### config.mk
export PLATFORM = sky130hd
export DESIGN_NAME = lvpm_ctrl
export DESIGN_NICKNAME = d
export VERILOG_FILES = /design/src/design/lvpm_pkg.sv /design/src/design/lvpm_ctrl.sv
export SDC_FILE = /design/constraint.sdc
export NUM_CORES = 1
export LEC_CHECK = 0
export BUFFER_PORTS_ARGS = -buffer_cell sky130_fd_sc_hd__buf_2
export CORE_AREA = 2 2 39 41
export CTS_CLUSTER_SIZE = 24
export DETAILED_ROUTE_END_ITERATION = 8
export DIE_AREA = 0 0 41 43
export PLACE_DENSITY = 0.44
export SYNTH_ARGS = -nofsm -noshare
export SYNTH_HDL_FRONTEND = slang
export SYNTH_SLANG_ARGS = --single-unit
### constraint.sdc
create_clock -name clk -period 1.69 [get_ports clk]
set_input_delay 0.169 -clock clk [delete_from_list [all_inputs] [get_ports clk]]
set_output_delay 0.169 -clock clk [all_outputs]
set_load 0.03 [all_outputs]
### src/design/lvpm_pkg.sv
package lvpm_pkg;

	// configuration register indexes
	localparam logic [1:0] CFG_INV_VOXEL_SIZE       = 2'd0;
	localparam logic [1:0] CFG_MAX_VOXELS           = 2'd1;
	localparam logic [1:0] CFG_MAX_POINTS_PER_VOXEL = 2'd2;

	// configuration reset values
	localparam logic [15:0] RST_INV_VOXEL_SIZE       = 16'd512;
	localparam logic [8:0]  RST_MAX_VOXELS           = 9'd256;
	localparam logic [4:0]  RST_MAX_POINTS_PER_VOXEL = 5'd16;

	// axis codes used by the quantiser
	localparam logic [1:0] AXIS_X = 2'd0;
	localparam logic [1:0] AXIS_Y = 2'd1;
	localparam logic [1:0] AXIS_Z = 2'd2;

	typedef struct packed {
		logic signed [31:0] point_x;
		logic signed [31:0] point_y;
		logic signed [31:0] point_z;
	} point_t;

	typedef struct packed {
		logic [7:0]         slot;
		logic               was_hit;
		logic               point_stored;
		logic [4:0]         points_in_voxel;
		logic signed [15:0] key_x;
		logic signed [15:0] key_y;
		logic signed [15:0] key_z;
		logic               evicted;
		logic signed [15:0] evicted_key_x;
		logic signed [15:0] evicted_key_y;
		logic signed [15:0] evicted_key_z;
	} result_t;

	// controller to datapath
	typedef struct packed {
		logic load;
		logic mul;
		logic sat;
		logic scan_clear;
		logic step;
		logic upd;
		logic decide;
		logic finish;
	} dp_cmd_t;

	// datapath to controller
	typedef struct packed {
		logic axis_last;
		logic pass_done;
	} dp_status_t;

endpackage

### src/design/lvpm_ctrl.sv
module lvpm_ctrl (
	input  logic                   clk,
	input  logic                   arst_n,
	input  logic                   start,
	output logic                   busy,
	output lvpm_pkg::dp_cmd_t      cmd,
	input  lvpm_pkg::dp_status_t   status
);
	import lvpm_pkg::*;

	localparam logic [2:0] ST_IDLE   = 3'd0;
	localparam logic [2:0] ST_QMUL   = 3'd1;
	localparam logic [2:0] ST_QSAT   = 3'd2;
	localparam logic [2:0] ST_SCAN   = 3'd3;
	localparam logic [2:0] ST_DECIDE = 3'd4;
	localparam logic [2:0] ST_UPD    = 3'd5;

	logic [2:0] state_q;
	logic [2:0] state_d;

	// next state and commands
	always_comb begin
		state_d = state_q;
		cmd     = '0;
		case (state_q)
			ST_IDLE: begin
				if (start) begin
					cmd.load = 1'b1;
					state_d  = ST_QMUL;
				end
			end
			ST_QMUL: begin
				cmd.mul = 1'b1;
				state_d = ST_QSAT;
			end
			ST_QSAT: begin
				cmd.sat = 1'b1;
				if (status.axis_last) begin
					cmd.scan_clear = 1'b1;
					state_d        = ST_SCAN;
				end else begin
					state_d = ST_QMUL;
				end
			end
			ST_SCAN: begin
				cmd.step = 1'b1;
				if (status.pass_done) begin
					state_d = ST_DECIDE;
				end
			end
			ST_DECIDE: begin
				cmd.decide = 1'b1;
				state_d    = ST_UPD;
			end
			ST_UPD: begin
				cmd.step = 1'b1;
				cmd.upd  = 1'b1;
				if (status.pass_done) begin
					cmd.finish = 1'b1;
					state_d    = ST_IDLE;
				end
			end
			default: begin
				state_d = ST_IDLE;
			end
		endcase
	end

	always_ff @(posedge clk or negedge arst_n) begin
		if (!arst_n) begin
			state_q <= ST_IDLE;
		end else begin
			state_q <= state_d;
		end
	end

	assign busy = (state_q != ST_IDLE);

endmodule

; Word-level counts from Yosys, hierarchy flattened
; Index checks and enable logic that the tools add are counted.
[totals]
reg_bits = 3
ram_bits = 0
mem_bits_ro = 0
output_inout_bits = 9
latch_bits = 0
memories = 0
[op_classes]
mux = 15
n_reduce_logical = 4
n_eq_ne = 8
n_addsub = 0
div_mod_pow = 0
bitwise = 0
order_cmp = 0
n_mul = 0
shifts = 0
[op_table]
columns = op, count
row1 = 3-bit one-hot mux with 6 select lines, 1
row2 = 1-bit 2-to-1 mux, 9
row3 = 3-bit 2-to-1 mux, 3
row4 = "3-bit by 2-bit == test with 1-bit output, second input constant", 2
row5 = "3-bit == test, second input constant", 2
row6 = "2-bit inequality test, second input constant", 3
row7 = 2-bit 2-to-1 mux, 2
row8 = "3-bit by 1-bit == test with 1-bit output, second input constant", 1
row9 = 3-bit logical NOT, 1
row10 = 3-bit AND reduction, 1
row11 = 3-bit nonzero test, 1
row12 = 2-bit OR reduction, 1

; Logic depth before layout (Yosys ltp)
; Gate-level depths: netlist of the first run.
[logic_depth]
word_depth = 3
mapped_depth = 3
mapped_depth_nobuf = 2

; Worst setup path after synthesis of the first run
; Ideal clock, no wire load.
[synth_timing]
path_type = register to output
start = register state_q[2]
end = output port cmd[4] (netlist bit)
setup_slack_ns = 0.097
path_stages_with_launch = 4
arrival_ns = 1.424
path_buffers = 1
required_ns = 1.521
path_cell_list = dfrtp_1 buf_2 nand2b_1 nor3b_1
[synth_rtl]
columns = item, line
row1 = from (decl), lvpm_ctrl.sv:18  ; logic [2:0] state_q;
row2 = from (signal assigned), lvpm_ctrl.sv:73  ; state_q <= state_d;
row3 = to (decl), lvpm_ctrl.sv:6  ; output lvpm_pkg::dp_cmd_t cmd,

==> impl_metrics.csv, run 1 <==
group,metric,value,unit
die,start_util,16.00,%
critical_path,critPathTopFamily,"simple AND/OR/NAND/NOR gates",
power,intPower,0.3300,mW
critical_path,crit_path_start_kind,"flip-flop",
place,placed_cells,51,
place,postPlaceCellArea,291.5,um^2
clock_tree,cts_resized,0,
final_layout,instances_no_fill,56,
yosys,ys.warnings.count,0,
power,ir_worst_vdd,0.0005842,V
timing,setup_violations,0,
critical_path,critical_path_class,"reg -> out",
yosys,synth_fp_nets,30,
critical_path,cp.arrival,1.40,ns
drt,drt_iter0_drc,13,
timing,finalSetupTns,0,ns
clock_tree,cts_tree,"done",
power,p_per_area,2081,nW/um^2
place,place.detailed.hpwl,380.6,um
drt,drc,0,
critical_path,critical_path.endpoint_type,"primary output",
global_routing,grt_pass1_vias,201,
final_layout,reg.largest.list,"state_q (3)",
yosys,ys_seq_elements,3,
die,die_h,43,um
die,io_pins,14,
global_routing,track_usage,7.430,%
power,clock_power_share,18.3,%
critical_path,cp_slowest_stage_delay,0.47,ns
timing,slew_violations,0,
final_layout,top_register,"state_q",
timing,slew_headroom,79.46,%
drt,totalWireLength,534,um
clock_tree,clk_pin_slew,0.04,ns
die,dieArea,1763,um^2
critical_path,cp_slowest_cell,"dfrtp_1",
final_layout,mostFrequentLayoutCells,"buf_2 (13), nor3b_1 (3), clkbuf_4 (3), dfrtp_1 (3), nand2b_1 (2)",
yosys,synthCells,25,
drt,viasPerCell,4.089,
final_layout,final_nets,46,
clock_tree,worstSkewPairLatency,0.23,ns
die,rows,14,
global_routing,grt_max_degree,12,
final_layout,final_area,327.8,um^2
drt,via_count,229,
global_routing,antenna_found_initial,0,
final_layout,largest_register_ffs,3,
power,p_sw_share,51.63,%
timing,holdWs,0.1837,ns
yosys,yosysSeqAreaShare,33.90,%
timing,rsz0062_at_grt,"no",
timing,finalCriticalPeriod,1.566,ns
yosys,synth_area_leader_cell,"dfrtp_1",
timing,min_period_over_period,92.63,%
power,pwr-share-seq,27.2,%
flow_run,max-cap-violations,0,
yosys,ys_top_cells_by_area,"dfrtp_1 (34%), nor3b_1 (10%), buf_2 (6.8%)",
place,dp_slack,0.3663,ns
status,status,"finished clean",
critical_path,cp.required,1.52,ns
die,core,1384,um^2
power,leakage,0.1696,nW
critical_path,crit_chain,"or3_4 > nor2_2 > buf_2",
final_layout,insertedDiodeCount,0,
yosys,synth_top_area_share,33.90,%
drt,drt_pass1_iterations,4,
yosys,synth_cell_types,18,
place,gp_congestion,0.6321,
critical_path,cp_num_buf_inv,1,
place,port_buffers,13,
die,die_w,41,um
timing,worstMarginPinSlew,0.3081,ns
clock_tree,htreeDepth,1,
power,switching_power,0.3523,mW
global_routing,grt_pass1_wl,814,um
drt,ant_nets,0,
clock_tree,clock-root-buffer,"clkbuf_4",
timing,setup_ws,0.1245,ns
yosys,synth_area,221.5,um^2
global_routing,overflow,0,
timing,hold_viol,0,
critical_path,worstPathMaxFanout,11,
clock_tree,cts_max_path_buffers,2,
clock_tree,cts_buffers,3,
timing,skew,0.002435,ns
power,combinationalPowerShare,54.5,%
timing,fmax,638.8,MHz
final_layout,drive_gt1_share,45.00,%
hold_path,min_path_type,"in -> reg",
drt,wl_per_cell,9.536,um
final_layout,final_common_cell,"buf_2",
yosys,syn_avg_cell_area,8.858,um^2
clock_tree,cts_sinks,3,
final_layout,areaGrowthSynthToFinish,48.02,%
path summary, 6_finish.rpt:
path                            start    endpoint  slack [ns]  depth (start not counted)
max                        state_q[0]      cmd[7]        0.12                          3
min                         status[0]  state_q[1]        0.18                          2
max reg2reg                state_q[1]  state_q[0]        0.69                          2
min reg2reg                state_q[2]  state_q[1]        0.61                          1
max in group asynchronous      arst_n  state_q[2]        1.33                          2
min in group asynchronous      arst_n  state_q[0]        0.26                          2
per-layer routing:
layer,track usage [%],vias to the layer above,routed length (um)
met5,0,-,0
met4,8.000,0,0
met3,2.094,0,59
met2,8.125,17,211
met1,10.29,95,263
li1,-,117,-
cells by family (layout without fill, tap and decap cells):
logic type	Yosys count	after routing	synth area share, %
AOI/OAI and AO/OA	5	5	16.95
buffers and inverters	4	19	8.471
muxes	1	1	4.520
DFF	3	3	33.90
and+or+nand+nor	12	12	36.16
per-stage QoR:
stage	utilization (%)	power (mW)
after CTS	23.69	0.6925
after global placement	21.07	0.5559
after detailed placement	21.07	0.5563
after floorplan	-	0.4748
final	23.69	0.6823
after global routing	23.69	0.7369
power groups by stage:
stage	Sequential [mW]	Combinational, mW	Clock [mW]
floorplan	0.114	0.361	0
global placement	0.186	0.370	0
detailed placement	0.185	0.371	0
CTS	0.185	0.375	0.133
global route	0.196	0.399	0.142
finish	0.186	0.372	0.125
synthesized netlist by cell type:
cell	n
a221oi_1	1
dfrtp_1	3
nor2_1	1
or3_4	1
buf_2	3
a21oi_1	1
o21bai_1	1
inv_1	1
a21boi_0	1
nor2_2	1
nor3b_1	3
nor3_1	1
a311oi_1	1
and3b_1	1
nand2_1	1
and2_1	1
mux2i_1	1
nand2b_1	2
repair_timing:
action,in CTS,in global routing
hold endpoints to repair,3,0
hold buffers,1,0
buffers inserted,0,0
layout make-up:
cell class                 instances  area [um^2]
fill                             152         1056
multi-input combinational         18        127.6
sequential                         3        75.07
timing repair buffer              14        75.07
clock buffer                       4        26.28
tap                               16        20.02
inverter                           1        3.754
Note: power is estimated with default switching activity, not from simulation.
==> inputs of run 2 (changes only) <==
- PLACE_DENSITY: 0.44 -> 0.43
==> impl_metrics.csv, run 2 (synthesized netlist as in run 1, its figures left out) <==
group,metric,value,unit
power,pwr-share-seq,27.2,%
die,rows,14,
final_layout,drive_gt1_share,45.00,%
drt,wl_met3,53,um
timing,slew_violations,0,
power,leakage,0.1696,nW
clock_tree,clk_pin_slew,0.04,ns
final_layout,insertedDiodeCount,0,
timing,setup_violations,0,
drt,drt_pass1_iterations,4,
global_routing,track_usage,6.734,%
place,postPlaceCellArea,291.5,um^2
place,dp_slack,0.3580,ns
drt,wl_per_cell,9.054,um
drt,drc,0,
global_routing,antenna_found_initial,0,
final_layout,final_nets,46,
power,p_per_area,2065,nW/um^2
final_layout,final_common_cell,"buf_2",
timing,rsz0062_at_grt,"no",
hold_path,min_path_type,"in -> reg",
critical_path,critical_path_class,"reg -> out",
drt,totalWireLength,507,um
final_layout,largest_register_ffs,3,
timing,holdWs,0.1840,ns
timing,finalCriticalPeriod,1.567,ns
timing,worstMarginPinSlew,0.3002,ns
clock_tree,worstSkewPairLatency,0.23,ns
final_layout,layout.core_utilization,23.69,%
timing,setup_ws,0.1229,ns
final_layout,reg.largest.list,"state_q (3)",
place,placed_cells,51,
power,switching_power,0.3470,mW
power,p_sw_share,51.25,%
final_layout,final_area,327.8,um^2
place,gp_congestion,0.6644,
timing,slew_headroom,79.98,%
power,combinationalPowerShare,54.5,%
status,status,"finished clean",
global_routing,overflow,0,
drt,met2_length,213,um
final_layout,areaGrowthSynthToFinish,48.02,%
critical_path,crit_chain,"or3_4 > nor2_2 > buf_2",
place,port_buffers,13,
die,start_util,16.00,%
timing,min_period_over_period,92.73,%
clock_tree,cts_sinks,3,
clock_tree,cts_resized,0,
timing,fmax,638.1,MHz
die,die_h,43,um
die,die_w,41,um
die,dieArea,1763,um^2
critical_path,crit_path_start_kind,"flip-flop",
die,io_pins,14,
power,total_power,0.6770,mW
power,ir_worst_vdd,0.0006668,V
critical_path,cp.required,1.52,ns
drt,m1WireLength,241,um
power,clock_power_share,18.3,%
critical_path,cp_slowest_cell,"dfrtp_1",
drt,drt_iter0_drc,5,
final_layout,mostFrequentLayoutCells,"buf_2 (13), nor3b_1 (3), clkbuf_4 (3), dfrtp_1 (3), nand2b_1 (2)",
timing,hold_viol,0,
critical_path,worstPathMaxFanout,11,
critical_path,cp.arrival,1.40,ns
place,place.detailed.hpwl,360.1,um
drt,viasPerCell,4.161,
flow_run,max-cap-violations,0,
clock_tree,htreeDepth,1,
global_routing,grt_pass1_vias,181,
die,core,1384,um^2
final_layout,top_register,"state_q",
clock_tree,cts_buffers,3,
drt,ant_nets,0,
final_layout,nFillCells,157,
clock_tree,cts_max_path_buffers,2,
critical_path,critical_path.endpoint_type,"primary output",
global_routing,grt_pass1_wl,703,um
power,intPower,0.3300,mW
final_layout,instances_no_fill,56,
timing,skew,0.001787,ns
critical_path,cp_slowest_stage_delay,0.47,ns
drt,via_count,233,
drt,top_layer,"met3",
clock_tree,clock-root-buffer,"clkbuf_4",
global_routing,grt_max_degree,12,
timing,finalSetupTns,0,ns
clock_tree,cts_tree,"done",
run 2: cell counts in the layout (fill, tap and decap cells not counted):
Identical to the previous run, type by type.
run 2: worst paths after layout:
check | from | endpoint | slack [ns] | cells after the start
hold reg to reg | state_q[2] | state_q[1] | 0.61 | 1
max in group asynchronous | arst_n | state_q[2] | 1.32 | 2
min in group asynchronous | arst_n | state_q[0] | 0.26 | 2
setup reg to reg | state_q[1] | state_q[0] | 0.70 | 2
hold / removal | status[0] | state_q[1] | 0.18 | 2
setup / recovery | state_q[0] | cmd[7] | 0.12 | 3
run 2: cell type report:
class | count | area, um^2 | area share (%)
repair buffers | 14 | 75.07 | 22.90
flip-flops and latches | 3 | 75.07 | 22.90
inverters | 1 | 3.754 | 1.145
well taps | 16 | 20.02 | 6.107
multi-input cells | 18 | 127.6 | 38.93
clock buffers | 4 | 26.28 | 8.015
run 2: repair_timing:
item                      in CTS  in global routing
hold endpoints to repair       3                  0
setup buffers                  0                  0
hold buffers                   1                  0
run 2: critical path: cells and delay by family, from the launching register on:
family | cells | cell delay, ns
buffers and inverters | 1 | 0.19
DFF | 1 | 0.47
and+or+nand+nor | 2 | 0.50
run 2: power by group through the flow:
| stage | Sequential, mW | Clock [mW] | Combinational (mW) |
|---|---|---|---|
| 5_1_grt | 0.196 | 0.139 | 0.397 |
| 3_3_place_gp | 0.186 | 0 | 0.369 |
| 6_report | 0.184 | 0.124 | 0.369 |
| 4_1_cts | 0.184 | 0.133 | 0.371 |
| 2_1_floorplan | 0.114 | 0 | 0.361 |
| 3_5_place_dp | 0.186 | 0 | 0.368 |
run 2: per-layer routing:
layer / vias up / GRT usage, %
met4: 0 / 10.00
met1: 102 / 8.710
met2: 13 / 6.875
met5: - / 0
li1: 118 / -
met3: 0 / 1.571
